==> config.mk <==
export PLATFORM = sky130hd
export DESIGN_NAME = matrix_multiply_transpose
export DESIGN_NICKNAME = d
export VERILOG_FILES = /design/src/rtl/core/mmt_pkg.sv /design/src/rtl/core/matrix_multiply_transpose.sv /design/src/rtl/core/mmt_ram.sv /design/src/rtl/core/mmt_seq.sv /design/src/rtl/core/mmt_mac.sv
export SDC_FILE = /design/constraint.sdc
export NUM_CORES = 2
export LEC_CHECK = 0
export ABC_CLOCK_PERIOD_IN_PS = 6600
export BUFFER_PORTS_ARGS = -buffer_cell sky130_fd_sc_hd__buf_2
export CORE_ASPECT_RATIO = 1.75
export CORE_MARGIN = 4
export CORE_UTILIZATION = 30
export CTS_CLUSTER_DIAMETER = 200
export DETAILED_ROUTE_END_ITERATION = 16
export PLACE_DENSITY = 0.54
export SLEW_MARGIN = 20
export SYNTH_ARGS = -nofsm -noshare
export SYNTH_HDL_FRONTEND = slang
export SYNTH_SLANG_ARGS = --single-unit
==> constraint.sdc <==
create_clock -name clk -period 6.6 [get_ports clk]
set_input_delay 0.66 -clock clk [delete_from_list [all_inputs] [get_ports clk]]
set_output_delay 0.66 -clock clk [all_outputs]
set_load 0.005 [all_outputs]
==> src/rtl/core/mmt_pkg.sv <==
// Shared types, constants and helpers of the matrix multiply engine.
// No dependencies; the RTL files that use it refer to it by scoped names, the testbench imports it.
package mmt_pkg;

  // Matrix geometry
  localparam int MAX_DIM = 8;
  localparam int IDX_W   = $clog2(MAX_DIM);
  localparam int ADDR_W  = 2 * IDX_W;
  localparam int DIM_W   = 4;

  // Datapath widths
  localparam int ELEM_W = 16;
  localparam int PROD_W = 2 * ELEM_W;
  localparam int OUT_W  = 32;
  localparam int ACC_W  = PROD_W + $clog2(MAX_DIM) + 1;

  // Configuration port
  localparam int CFG_W     = 4;
  localparam int CFG_IDX_W = 2;
  localparam logic [CFG_IDX_W-1:0] CFG_OUT_ROWS  = 2'd0;
  localparam logic [CFG_IDX_W-1:0] CFG_OUT_COLS  = 2'd1;
  localparam logic [CFG_IDX_W-1:0] CFG_INNER_LEN = 2'd2;
  localparam logic [CFG_IDX_W-1:0] CFG_MODE      = 2'd3;

  // Request codes
  localparam logic [1:0] REQ_WR_A    = 2'd0;
  localparam logic [1:0] REQ_WR_B    = 2'd1;
  localparam logic [1:0] REQ_COMPUTE = 2'd2;

  // Product selection
  localparam logic [1:0] MODE_AB  = 2'd0;
  localparam logic [1:0] MODE_ABT = 2'd1;
  localparam logic [1:0] MODE_ATB = 2'd2;

  // Saturation limits
  localparam logic signed [OUT_W-1:0] SAT_MAX = {1'b0, {(OUT_W-1){1'b1}}};
  localparam logic signed [OUT_W-1:0] SAT_MIN = {1'b1, {(OUT_W-1){1'b0}}};

  // Tag that travels with each read of the stores
  typedef struct packed {
    logic             vld;
    logic             first;     // k == 0, restart the sum
    logic             lastk;     // final term of this element
    logic             last_elem; // final element of the matrix
    logic [IDX_W-1:0] row;
    logic [IDX_W-1:0] col;
  } mmt_tag_t;

  // Dimension register to last loop index: 0 acts as 1, above MAX_DIM as MAX_DIM
  function automatic logic [IDX_W-1:0] dim_last(input logic [DIM_W-1:0] v);
    logic [IDX_W-1:0] r;
    if (v == '0) begin
      r = '0;
    end else if (v > DIM_W'(MAX_DIM)) begin
      r = IDX_W'(MAX_DIM - 1);
    end else begin
      r = IDX_W'(v - 1'b1);
    end
    return r;
  endfunction

endpackage

==> src/rtl/core/matrix_multiply_transpose.sv <==
// Top level of the matrix multiply engine: config registers, stores, control.
// Depends on mmt_pkg, mmt_ram, mmt_seq and mmt_mac.
//
// Usage:
//   Items enter on start while busy is low. A load item (type 0 or 1) writes
//   one Q8.8 element into store A or B at {elem_row, elem_col}; busy stays
//   low. Type 3 is dropped. A compute item (type 2) raises busy and emits
//   rows*cols results in row-major order, one strobe of out_valid per
//   element, out_last on the final one.
// Timing:
//   One shared multiplier and accumulator take one inner term per cycle.
//   Each term is issued with its store read, then multiplied, then
//   accumulated; the accumulate step also registers the result. Busy drops
//   at the edge that raises the last strobe, so the next item can be
//   accepted at the edge that ends it.
// Config:
//   Written through cfg_we/cfg_index/cfg_wdata, by the user only while idle; the block does not enforce it.
// Reset:
//   Synchronous rst_n clears control state and sets dims 8x8x8, mode 0.
//   Store contents are undefined until written. The receiver cannot stall;
//   each out_valid strobe is high for a single cycle; the data hold until the next result.
module matrix_multiply_transpose (
  input  logic                                clk,
  input  logic                                rst_n,
  // input items
  input  logic                                start,
  output logic                                busy,
  input  logic [1:0]                          in_req_type,
  input  logic [mmt_pkg::IDX_W-1:0]           in_elem_row,
  input  logic [mmt_pkg::IDX_W-1:0]           in_elem_col,
  input  logic signed [mmt_pkg::ELEM_W-1:0]   in_elem_value,
  // results
  output logic                                out_valid,
  output logic [mmt_pkg::IDX_W-1:0]           out_row,
  output logic [mmt_pkg::IDX_W-1:0]           out_col,
  output logic signed [mmt_pkg::OUT_W-1:0]    out_value,
  output logic                                out_last,
  // configuration
  input  logic                                cfg_we,
  input  logic [mmt_pkg::CFG_IDX_W-1:0]       cfg_index,
  input  logic [mmt_pkg::CFG_W-1:0]           cfg_wdata
);

  logic [mmt_pkg::DIM_W-1:0]  out_rows_r, out_cols_r, inner_len_r;
  logic [1:0]                 mode_r;
  logic                       busy_r, busy_nxt;
  logic                       accept, go, wr_a, wr_b, done;
  logic [mmt_pkg::ADDR_W-1:0] wr_addr, a_addr, b_addr;
  logic [mmt_pkg::ELEM_W-1:0] a_rdata, b_rdata;
  mmt_pkg::mmt_tag_t          tag_s0, tag_s1_r;

  // Configuration registers
  always_ff @(posedge clk) begin
    if (!rst_n) begin
      out_rows_r  <= mmt_pkg::DIM_W'(mmt_pkg::MAX_DIM);
      out_cols_r  <= mmt_pkg::DIM_W'(mmt_pkg::MAX_DIM);
      inner_len_r <= mmt_pkg::DIM_W'(mmt_pkg::MAX_DIM);
      mode_r      <= mmt_pkg::MODE_AB;
    end else if (cfg_we) begin
      case (cfg_index)
        mmt_pkg::CFG_OUT_ROWS:  out_rows_r  <= cfg_wdata;
        mmt_pkg::CFG_OUT_COLS:  out_cols_r  <= cfg_wdata;
        mmt_pkg::CFG_INNER_LEN: inner_len_r <= cfg_wdata;
        mmt_pkg::CFG_MODE:      mode_r      <= cfg_wdata[1:0];
        default: ;
      endcase
    end
  end

  // Item decode
  assign accept  = start && !busy_r;
  assign wr_a    = accept && (in_req_type == mmt_pkg::REQ_WR_A);
  assign wr_b    = accept && (in_req_type == mmt_pkg::REQ_WR_B);
  assign go      = accept && (in_req_type == mmt_pkg::REQ_COMPUTE);
  assign wr_addr = {in_elem_row, in_elem_col};

  // Busy from compute accept until the last result strobe
  assign busy_nxt = go ? 1'b1 : (done ? 1'b0 : busy_r);

  always_ff @(posedge clk) begin
    if (!rst_n) begin
      busy_r   <= 1'b0;
      tag_s1_r <= '0;
    end else begin
      busy_r   <= busy_nxt;
      tag_s1_r <= tag_s0;
    end
  end

  assign busy = busy_r;

  // Element stores
  mmt_ram #(.WIDTH(mmt_pkg::ELEM_W), .DEPTH(mmt_pkg::MAX_DIM * mmt_pkg::MAX_DIM)) u_store_a (
    .clk   (clk),
    .we    (wr_a),
    .waddr (wr_addr),
    .wdata (in_elem_value),
    .raddr (a_addr),
    .rdata (a_rdata)
  );

  mmt_ram #(.WIDTH(mmt_pkg::ELEM_W), .DEPTH(mmt_pkg::MAX_DIM * mmt_pkg::MAX_DIM)) u_store_b (
    .clk   (clk),
    .we    (wr_b),
    .waddr (wr_addr),
    .wdata (in_elem_value),
    .raddr (b_addr),
    .rdata (b_rdata)
  );

  // Loop sequencer
  mmt_seq u_seq (
    .clk        (clk),
    .rst_n      (rst_n),
    .go         (go),
    .rows_last  (mmt_pkg::dim_last(out_rows_r)),
    .cols_last  (mmt_pkg::dim_last(out_cols_r)),
    .inner_last (mmt_pkg::dim_last(inner_len_r)),
    .mode       (mode_r),
    .a_addr     (a_addr),
    .b_addr     (b_addr),
    .tag        (tag_s0)
  );

  // Shared multiply-accumulate
  mmt_mac u_mac (
    .clk       (clk),
    .rst_n     (rst_n),
    .a_data    (a_rdata),
    .b_data    (b_rdata),
    .tag_in    (tag_s1_r),
    .done      (done),
    .out_valid (out_valid),
    .out_row   (out_row),
    .out_col   (out_col),
    .out_value (out_value),
    .out_last  (out_last)
  );

  // Store reads only happen inside a compute
  a_seq_busy: assert property (@(posedge clk) disable iff (!rst_n)
    tag_s0.vld |-> busy_r)
    else $error("store read while idle");

  // A compute item raises busy
  a_go_busy: assert property (@(posedge clk) disable iff (!rst_n)
    go |=> busy_r)
    else $error("busy not raised by compute");

  // The last result releases the block
  a_last_free: assert property (@(posedge clk) disable iff (!rst_n)
    (out_valid && out_last) |-> !busy_r)
    else $error("busy held after last result");

  // Results come only from a compute in progress
  a_out_busy: assert property (@(posedge clk) disable iff (!rst_n)
    out_valid |-> $past(busy_r))
    else $error("result strobe outside compute");

endmodule

==> src/rtl/core/mmt_ram.sv <==
// Generic single-write, single-read RAM with registered read data.
// No dependencies.
module mmt_ram #(
  parameter int WIDTH = 16,
  parameter int DEPTH = 64
) (
  input  logic                     clk,
  input  logic                     we,
  input  logic [$clog2(DEPTH)-1:0] waddr,
  input  logic [WIDTH-1:0]         wdata,
  input  logic [$clog2(DEPTH)-1:0] raddr,
  output logic [WIDTH-1:0]         rdata
);

  logic [WIDTH-1:0] mem [DEPTH];
  logic [WIDTH-1:0] rdata_r;

  // Write port and registered read port
  always_ff @(posedge clk) begin
    if (we) begin
      mem[waddr] <= wdata;
    end
    rdata_r <= mem[raddr];
  end

  assign rdata = rdata_r;

endmodule

==> src/rtl/core/mmt_seq.sv <==
// Loop sequencer: walks row, column and inner index, one store read per cycle.
// Depends on mmt_pkg.
module mmt_seq (
  input  logic                       clk,
  input  logic                       rst_n,
  input  logic                       go,
  input  logic [mmt_pkg::IDX_W-1:0]  rows_last,
  input  logic [mmt_pkg::IDX_W-1:0]  cols_last,
  input  logic [mmt_pkg::IDX_W-1:0]  inner_last,
  input  logic [1:0]                 mode,
  output logic [mmt_pkg::ADDR_W-1:0] a_addr,
  output logic [mmt_pkg::ADDR_W-1:0] b_addr,
  output mmt_pkg::mmt_tag_t          tag
);

  localparam logic ST_IDLE = 1'b0;
  localparam logic ST_RUN  = 1'b1;

  logic                      state_r, state_nxt;
  logic [mmt_pkg::IDX_W-1:0] i_r, i_nxt;
  logic [mmt_pkg::IDX_W-1:0] j_r, j_nxt;
  logic [mmt_pkg::IDX_W-1:0] k_r, k_nxt;
  logic                      k_end, j_end, i_end;

  assign k_end = (k_r == inner_last);
  assign j_end = (j_r == cols_last);
  assign i_end = (i_r == rows_last);

  // Counter advance: k fastest, then column, then row
  always_comb begin
    state_nxt = state_r;
    i_nxt     = i_r;
    j_nxt     = j_r;
    k_nxt     = k_r;
    case (state_r)
      ST_IDLE: begin
        if (go) begin
          state_nxt = ST_RUN;
          i_nxt     = '0;
          j_nxt     = '0;
          k_nxt     = '0;
        end
      end
      ST_RUN: begin
        k_nxt = k_r + 1'b1;
        if (k_end) begin
          k_nxt = '0;
          j_nxt = j_r + 1'b1;
          if (j_end) begin
            j_nxt = '0;
            i_nxt = i_r + 1'b1;
            if (i_end) begin
              state_nxt = ST_IDLE;
            end
          end
        end
      end
      default: state_nxt = ST_IDLE;
    endcase
  end

  always_ff @(posedge clk) begin
    if (!rst_n) begin
      state_r <= ST_IDLE;
    end else begin
      state_r <= state_nxt;
    end
    i_r <= i_nxt;
    j_r <= j_nxt;
    k_r <= k_nxt;
  end

  // Store addresses as {row, col} for the selected product
  always_comb begin
    case (mode)
      mmt_pkg::MODE_ABT: begin
        a_addr = {i_r, k_r};
        b_addr = {j_r, k_r};
      end
      mmt_pkg::MODE_ATB: begin
        a_addr = {k_r, i_r};
        b_addr = {k_r, j_r};
      end
      default: begin
        a_addr = {i_r, k_r};
        b_addr = {k_r, j_r};
      end
    endcase
  end

  assign tag.vld       = (state_r == ST_RUN);
  assign tag.first     = (k_r == '0);
  assign tag.lastk     = k_end;
  assign tag.last_elem = i_end && j_end;
  assign tag.row       = i_r;
  assign tag.col       = j_r;

  // Counters stay inside the configured bounds while running
  a_in_bounds: assert property (@(posedge clk) disable iff (!rst_n)
    (state_r == ST_RUN) |-> (k_r <= inner_last && j_r <= cols_last && i_r <= rows_last))
    else $error("sequencer index beyond dimension");

  // The final issue returns the sequencer to idle
  a_stop: assert property (@(posedge clk) disable iff (!rst_n)
    (state_r == ST_RUN && k_end && j_end && i_end) |=> (state_r == ST_IDLE))
    else $error("sequencer did not stop after last term");

  // A new run starts only from idle
  a_go_idle: assert property (@(posedge clk) disable iff (!rst_n)
    (state_r == ST_IDLE && go) |=> (state_r == ST_RUN && k_r == '0 && i_r == '0))
    else $error("sequencer did not start cleanly");

endmodule

==> src/rtl/core/mmt_mac.sv <==
// Shared multiply-accumulate unit: product register, running sum, saturation.
// Depends on mmt_pkg.
module mmt_mac (
  input  logic                               clk,
  input  logic                               rst_n,
  input  logic signed [mmt_pkg::ELEM_W-1:0]  a_data,
  input  logic signed [mmt_pkg::ELEM_W-1:0]  b_data,
  input  mmt_pkg::mmt_tag_t                  tag_in,
  output logic                               done,
  output logic                               out_valid,
  output logic [mmt_pkg::IDX_W-1:0]          out_row,
  output logic [mmt_pkg::IDX_W-1:0]          out_col,
  output logic signed [mmt_pkg::OUT_W-1:0]   out_value,
  output logic                               out_last
);

  logic signed [mmt_pkg::PROD_W-1:0] prod_r;
  mmt_pkg::mmt_tag_t                 tag_r;
  logic signed [mmt_pkg::ACC_W-1:0]  acc_r, acc_nxt;
  logic signed [mmt_pkg::ACC_W-1:0]  prod_ext;
  logic                              fits;
  logic signed [mmt_pkg::OUT_W-1:0]  sat_val;
  logic                              out_valid_r;
  logic [mmt_pkg::IDX_W-1:0]         out_row_r, out_col_r;
  logic signed [mmt_pkg::OUT_W-1:0]  out_value_r;
  logic                              out_last_r;

  // Multiply stage
  always_ff @(posedge clk) begin
    if (!rst_n) begin
      tag_r <= '0;
    end else begin
      tag_r <= tag_in;
    end
    prod_r <= a_data * b_data;
  end

  // Accumulate and saturate
  assign prod_ext = {{(mmt_pkg::ACC_W-mmt_pkg::PROD_W){prod_r[mmt_pkg::PROD_W-1]}}, prod_r};
  assign acc_nxt  = (tag_r.first ? '0 : acc_r) + prod_ext;
  assign fits     = (&acc_nxt[mmt_pkg::ACC_W-1:mmt_pkg::OUT_W-1]) ||
                    !(|acc_nxt[mmt_pkg::ACC_W-1:mmt_pkg::OUT_W-1]);
  assign sat_val  = fits ? acc_nxt[mmt_pkg::OUT_W-1:0] :
                    (acc_nxt[mmt_pkg::ACC_W-1] ? mmt_pkg::SAT_MIN : mmt_pkg::SAT_MAX);
  assign done     = tag_r.vld && tag_r.lastk && tag_r.last_elem;

  always_ff @(posedge clk) begin
    if (!rst_n) begin
      out_valid_r <= 1'b0;
    end else begin
      out_valid_r <= tag_r.vld && tag_r.lastk;
    end
    if (tag_r.vld) begin
      acc_r <= acc_nxt;
    end
    if (tag_r.vld && tag_r.lastk) begin
      out_row_r   <= tag_r.row;
      out_col_r   <= tag_r.col;
      out_value_r <= sat_val;
      out_last_r  <= tag_r.last_elem;
    end
  end

  assign out_valid = out_valid_r;
  assign out_row   = out_row_r;
  assign out_col   = out_col_r;
  assign out_value = out_value_r;
  assign out_last  = out_last_r;

  // A finished sum is always followed by its result strobe
  a_emit: assert property (@(posedge clk) disable iff (!rst_n)
    (tag_r.vld && tag_r.lastk) |=> out_valid_r)
    else $error("result strobe missing");

  // Saturated value matches the sign of the exact sum
  a_sat_sign: assert property (@(posedge clk) disable iff (!rst_n)
    (tag_r.vld && !fits) |-> (sat_val[mmt_pkg::OUT_W-1] == acc_nxt[mmt_pkg::ACC_W-1]))
    else $error("saturation sign flipped");

  // Done marks the strobe of the last element
  a_done: assert property (@(posedge clk) disable iff (!rst_n)
    done |=> (out_valid_r && out_last_r))
    else $error("done without last result");

endmodule

Yosys cells after proc, flatten, opt, wreduce, memory -nomap -nowiden
Memory sizes are Yosys's and may differ from the RTL's. A register that Yosys moved wholly into a read port is not among the register bits.
Cells that the tools add are included.
- register bits after elaboration: 153
- word-level logic and storage cells: 111
- RAM bits: 2048
- bits of input ports: 34
- memories kept: 2
- output and inout bits: 41
- memories (name ; words ; bits a word ; rd ports ; clocked after Yosys merged registers in ; write ports ; line ; RTL):
    u_store_a.mem ; 64 ; 16 ; 1 ; 1 ; 1 ; mmt_ram.sv:15 ; logic [WIDTH-1:0] mem [DEPTH];
    u_store_b.mem ; 64 ; 16 ; 1 ; 1 ; 1 ; mmt_ram.sv:15 ;
- add/sub/neg operators: 7
- magnitude comparators: 3
- bitwise operators: 1
- reduce and logical (&&, ||, !) cells: 25
- multipliers: 1
- multiplexer cells: 31
- eq/ne operators: 13
- operators with widths (cell ; count):
    $mux 32 ; 2
    $add 36x36->36 ; 1
    $mux 3 ; 12
    $mux 36 ; 1
    $mul 16x16->32 ; 1
    $pmux 3 s2 ; 3
    $gt 4x4->1 const B ; 3
    $logic_not 4->1 ; 3
    $mux 6 ; 2
    $mux 1 ; 10
    $reduce_and 2->1 ; 5
    $add 3x1->3 const B ; 3
    $eq 3x3->1 ; 3
    $sub 3x1->3 const B ; 3
    $eq 2x2->1 const B ; 4
    $logic_and 1x1->1 ; 7
    $eq 2x1->1 const B ; 3
    $ne 2x2->1 const B ; 3
    $reduce_and 5->1 ; 1
    $reduce_or 5->1 ; 1
    $logic_not 2->1 ; 2
    $logic_not 3->1 ; 1
    $reduce_and 3->1 ; 1
    $logic_not 1->1 ; 2
    4 further kinds ; 4

Logic depth before layout (Yosys ltp)
- word-level depth: 8
- depth in mapped cells: 24
- mapped depth without buffers: 23

By module
From an unflattened synthesis, not the netlist that was laid out.
- cell total of the unflattened synthesis: 5462
- area total of the unflattened synthesis: 97594.9 µm²
- modules (own cells, without submodules) (module ; sequential area each (µm²) ; cells each ; area each (µm²) ; times used):
    mmt_ram ; 31069.8 ; 1829 ; 40042.2 ; 2
    mmt_mac ; 3113.0 ; 1610 ; 15680.0 ; 1
    matrix_multiply_transpose ; 500.5 ; 108 ; 1063.5 ; 1
    mmt_seq ; 290.3 ; 86 ; 767.0 ; 1

Worst setup path after synthesis
Ideal clock, no wire load.
- kind: reg-to-reg
- start: register u_store_a.rdata_r[15], in the netlist u_store_a.rdata[15] (read register of u_store_a.mem)
- end: register u_mac.prod_r[30] in the netlist's numbering
- setup time: 123 ps
- slack: 439 ps
- required time: 6477 ps
- data arrival time: 6038 ps
- stages on the path, launching flop included: 24
- buffers on the path: 1
- clock period less this slack: 6161 ps
- path through: dfxtp_1 -> clkbuf_1 -> nand2_1 -> inv_1 -> fa_1 -> fa_1 -> inv_1 -> fa_1 -> fa_1 -> inv_1 -> fa_1 -> inv_1 -> fa_1 -> inv_1 -> ha_1 -> a21o_1 -> a21o_1 -> a21o_1 -> a21o_1 -> a21o_1 -> a21o_1 -> a21oi_1 -> o31ai_1 -> xnor2_1
- word-level cells in the longest chain between the ends: 1
- RTL lines (element ; line ; RTL):
    start: declaration ; mmt_ram.sv:16 ; logic [WIDTH-1:0] rdata_r;
    $mul 16x16->32 ; mmt_mac.sv:35 ; prod_r <= a_data * b_data;
    end signal: assignment ; mmt_mac.sv:35 ;
    end: declaration ; mmt_mac.sv:17 ; logic signed [mmt_pkg::PROD_W-1:0] prod_r;
No other way between the ends.
A chain may end at the register's enable or synchronous reset.

Worst setup path after layout
- start: register u_store_b.rdata_r[2], in the netlist u_store_b.rdata[2] (read register of u_store_b.mem)
- end: register u_mac.prod_r[31] in the netlist's numbering
- word-level cells in the longest chain between the ends: 1
- RTL lines (element ; line):
    start: declaration ; mmt_ram.sv:16
    $mul 16x16->32 ; mmt_mac.sv:35
No other way between the ends.

==> run metrics <==
Worst path top cell family by delay=adder cells; Slew @ Worst Pin=~1200 ps; Synth Register Bits=between 2k and 2.5k; detailed-route vias per instance=just under 5; Root Driver=clkbuf_16; Net Count, Synth=between 5k and 6k; dpl cell area=~100000 µm²; Final Hold Fails=0; # setup viols final=0; most common cell after layout, fill and taps aside=edfxtp_1; sequential area share after synthesis=roughly two thirds; first-pass GRT wire length=387 mm; DP Worst Slack=about 58 ps; R2R cell count=21; die height=760 µm; Pre-antenna DRT Iters=6; Post-synth EDFFs=between 2k and 2.5k; Startpoint Class=flop; async set-reset flop share out of synthesis=0%; worst skew pair latency=between 800 and 900 ps; Critical Path Start=u_store_b.rdata[2]; port bufs=74; worst clock skew=approximately 68 ps; HP Class=input pin to flop; design area=111000 µm²; vias in the first global route=roughly 55k; hold wc startpoint=cfg_wdata[1]; antenna violations before repair=17; Clock Pin Slew Worst Setup and Hold Paths=about 80 ps; Mean Syn Cell Area=approximately 17 µm²; Core Region=approximately 320000 µm²; worst path arrival time=slightly above 7000 ps; setup TNS=0 ps; fin crit period=~6300 ps; DRC Markers=0; CP most frequent cell=fa_1; total CTS buffers=~210; Worst setup EP type=flop; Clock Path Buffers=4; Vias=slightly above 50k; Final HPWL DP=approximately 170 mm; Max H-tree Level=4; RSZ-0062 raised after global routing=false; Critical path buffers and inverters=4; die width=about 440 µm; die area=about 330000 µm²; grt total ovfl=0; Post-Route WL=between 200 and 300 mm; Syn Std Cell Area=just under 100000 µm²; worst hold margin=approximately 97 ps; area grow syn2layout=14.3%; Pleak=between 30 and 40 nW; Final Net Count=about 6.3k; CTS tree=built; Multi-input gate area=between 20000 and 30000 µm²; setup bufs post-CTS=0; Slew Limit Fails=0; Final ANT Viol Nets=0; maximum vdd ir drop=1.72 mV; CP required=~7400 ps; largest net degree at the start of global routing=between 100 and 150; max_cap viols=0; fmax=0.160 GHz; prevailing post-synth register cell=edfxtp_1; WL/cell=~26 µm; Clock Sinks=approximately 2.2k; Setup WS post-layout=342 ps; cells along the critical path=buf_4 -> nand2_1 -> fa_1 -> fa_1 -> inv_1 -> fa_1 -> inv_1 -> fa_1 -> inv_1 -> fa_1 -> fa_1 -> ha_1 -> a21oi_1 -> o21ai_0 -> a2111o_1 -> a311o_1 -> a21oi_2 -> o21ai_1 -> a211oi_1 -> o21bai_1 -> xnor2_1; crit-path max cell delay=540 ps; CP max FO=10; period utilisation layout=94.8%; reg2reg start=u_store_b.rdata[2]; outcome=complete, no violations; critical path depth in cells=21; Crit-path slowest cell=fa_1; Pwr Density=559 nW/µm²; Global Route Usage Sum=15.8%; DRT iter0 DRCs=about 3.8k; Seq. cell area=66100 µm²; filler instances=30.6k; GP Congestion=~0.84; Yosys cell types=66; # IOs=75; kind of critical path=flop to flop; hold path depth=3; Initial Util=30.1%; synth warn=0; most frequent cells in the layout=edfxtp_1, mux4_2, nand2_1; fin util=about a third; Syn Inst Count=roughly 5.6k; fraction of layout cells with a size suffix above 1=between 20% and 30%; Core Rows=roughly 280; slew margin rel.=between 20% and 30%
==> worst paths after layout <==
check / slack [ps] / end
setup / recovery: 340 / u_mac.prod_r[31]
hold reg to reg: 400 / u_mac.out_col[0]
setup reg to reg: 340 / u_mac.prod_r[31]
hold / removal: 100 / out_cols_r[1]
==> cell type report <==
type / instances / share of cell area (%)
Antenna cell: 6 / 0.0135
Clock buffer: 244 / 4.87
Clock inverter: 123 / 0.978
Inverter: 331 / 1.12
Multi-Input combinational cell: 2716 / 26.0
Sequential cell: 2233 / 59.6
Tap cell: 4309 / 4.86
Timing Repair Buffer: 364 / 2.59
==> worst reg2reg max path, delay by kind of cell, from the launching register on <==
kind            cells  cell delay [ps]
xor+xnor            1              120
fa+ha+maj           7             3150
compound gates      8             1930
flops               1              490
buf+inv             4              390
simple gates        1               90
==> sequential cells by signal, indices dropped and copies added, names as in the netlist, 2 cells and up <==
name	flops
u_store_b.mem	1024
u_seq.j_r	3
u_mac.out_col	3
u_mac.prod_r	32
inner_len_r	4
out_rows_r	4
u_seq.i_r	3
mode_r	2
u_store_a.mem	1024
u_mac.out_row	3
tag_s1_r	10
u_mac.out_value	32
u_mac.tag_r	10
u_mac.acc_r	36
u_store_a.rdata	16
out_cols_r	4
u_store_b.rdata	16
u_seq.k_r	3
==> routing by layer <==
metal | vias to the layer above | share of wire [%] | global-route usage [%]
met2 | 1169 | 56 | 30.4
met4 | 12 | 6.0 | 8.14
met5 | - | 0.026 | 0
met1 | 27100 | 35 | 16.6
li1 | 22000 | - | -
met3 | 511 | 3.5 | 1.74
==> through the flow <==
step | total power, mW | instances
floorplan | 42.6 | 5570
global placement | 50.1 | 9950
detailed placement | 50.7 | 9951
CTS | 62.5 | 10300
global route | 66.2 | 10300
finish | 61.9 | 10300
==> report_power, final <==
part	total (mW)	switching [mW]	internal [mW]
clock network	11.8	5.35	6.44
logic	33.6	18.8	14.8
registers	16.5	0.140	16.4
total	61.9	24.3	37.6
==> kinds of logic (layout without fill, tap and decap cells) <==
family / count (synthesis) / count (layout) / share of synthesized area (%)
AO/OA/AOI/OAI: 600 / 600 / 4.17
multiplexers: 530 / 530 / 12.1
buffers and inverters: 621 / 1062 / 2.49
adder cells (fa/ha/maj): 391 / 391 / 7.07
AND/OR/NAND/NOR: 1126 / 1126 / 5.52
XOR/XNOR: 69 / 69 / 0.623
other: 0 / 6 / 0
flip-flops: 2233 / 2233 / 68.1
==> repair_timing <==
| action | CTS | global route |
|---|---|---|
| endpoints found under the hold margin | 3 | 0 |
| setup endpoints to repair | 0 | 6 |
| hold buffers | 2 | 0 |
| resized for setup | 0 | 7 |
==> synth_stat cells (4+ instances only) <==
cell type / count / area, µm²
edfxtp_1: 2132 / 64000
mux4_2: 512 / 11500
nand2_1: 452 / 1700
inv_1: 331 / 1240
and2_1: 283 / 1770
fa_1: 263 / 5270
clkbuf_1: 208 / 781
nor2_1: 208 / 781
a211oi_1: 169 / 1270
a21oi_1: 125 / 626
ha_1: 124 / 1550
dfxtp_1: 101 / 2020
a31oi_1: 75 / 469
a311oi_1: 69 / 604
o21ai_0: 62 / 310
buf_2: 59 / 295
xnor2_1: 49 / 429
nor2b_1: 47 / 294
nand3_1: 45 / 225
a21o_1: 33 / 248
nor3_1: 22 / 110
buf_1: 21 / 78.8
xor2_1: 20 / 175
mux2i_1: 17 / 170
o21bai_1: 14 / 105
nand2b_1: 12 / 75.1
nand4_1: 11 / 68.8
o21ai_1: 10 / 50.1
and3_1: 8 / 50.1
o21a_1: 6 / 45.0
or3_1: 6 / 37.5
and2_0: 5 / 31.3
and4_1: 5 / 43.8
nand3b_1: 5 / 37.5
maj3_1: 4 / 40.0
or2_2: 4 / 25.0
No activity file was read; power rests on OpenSTA's default activity.
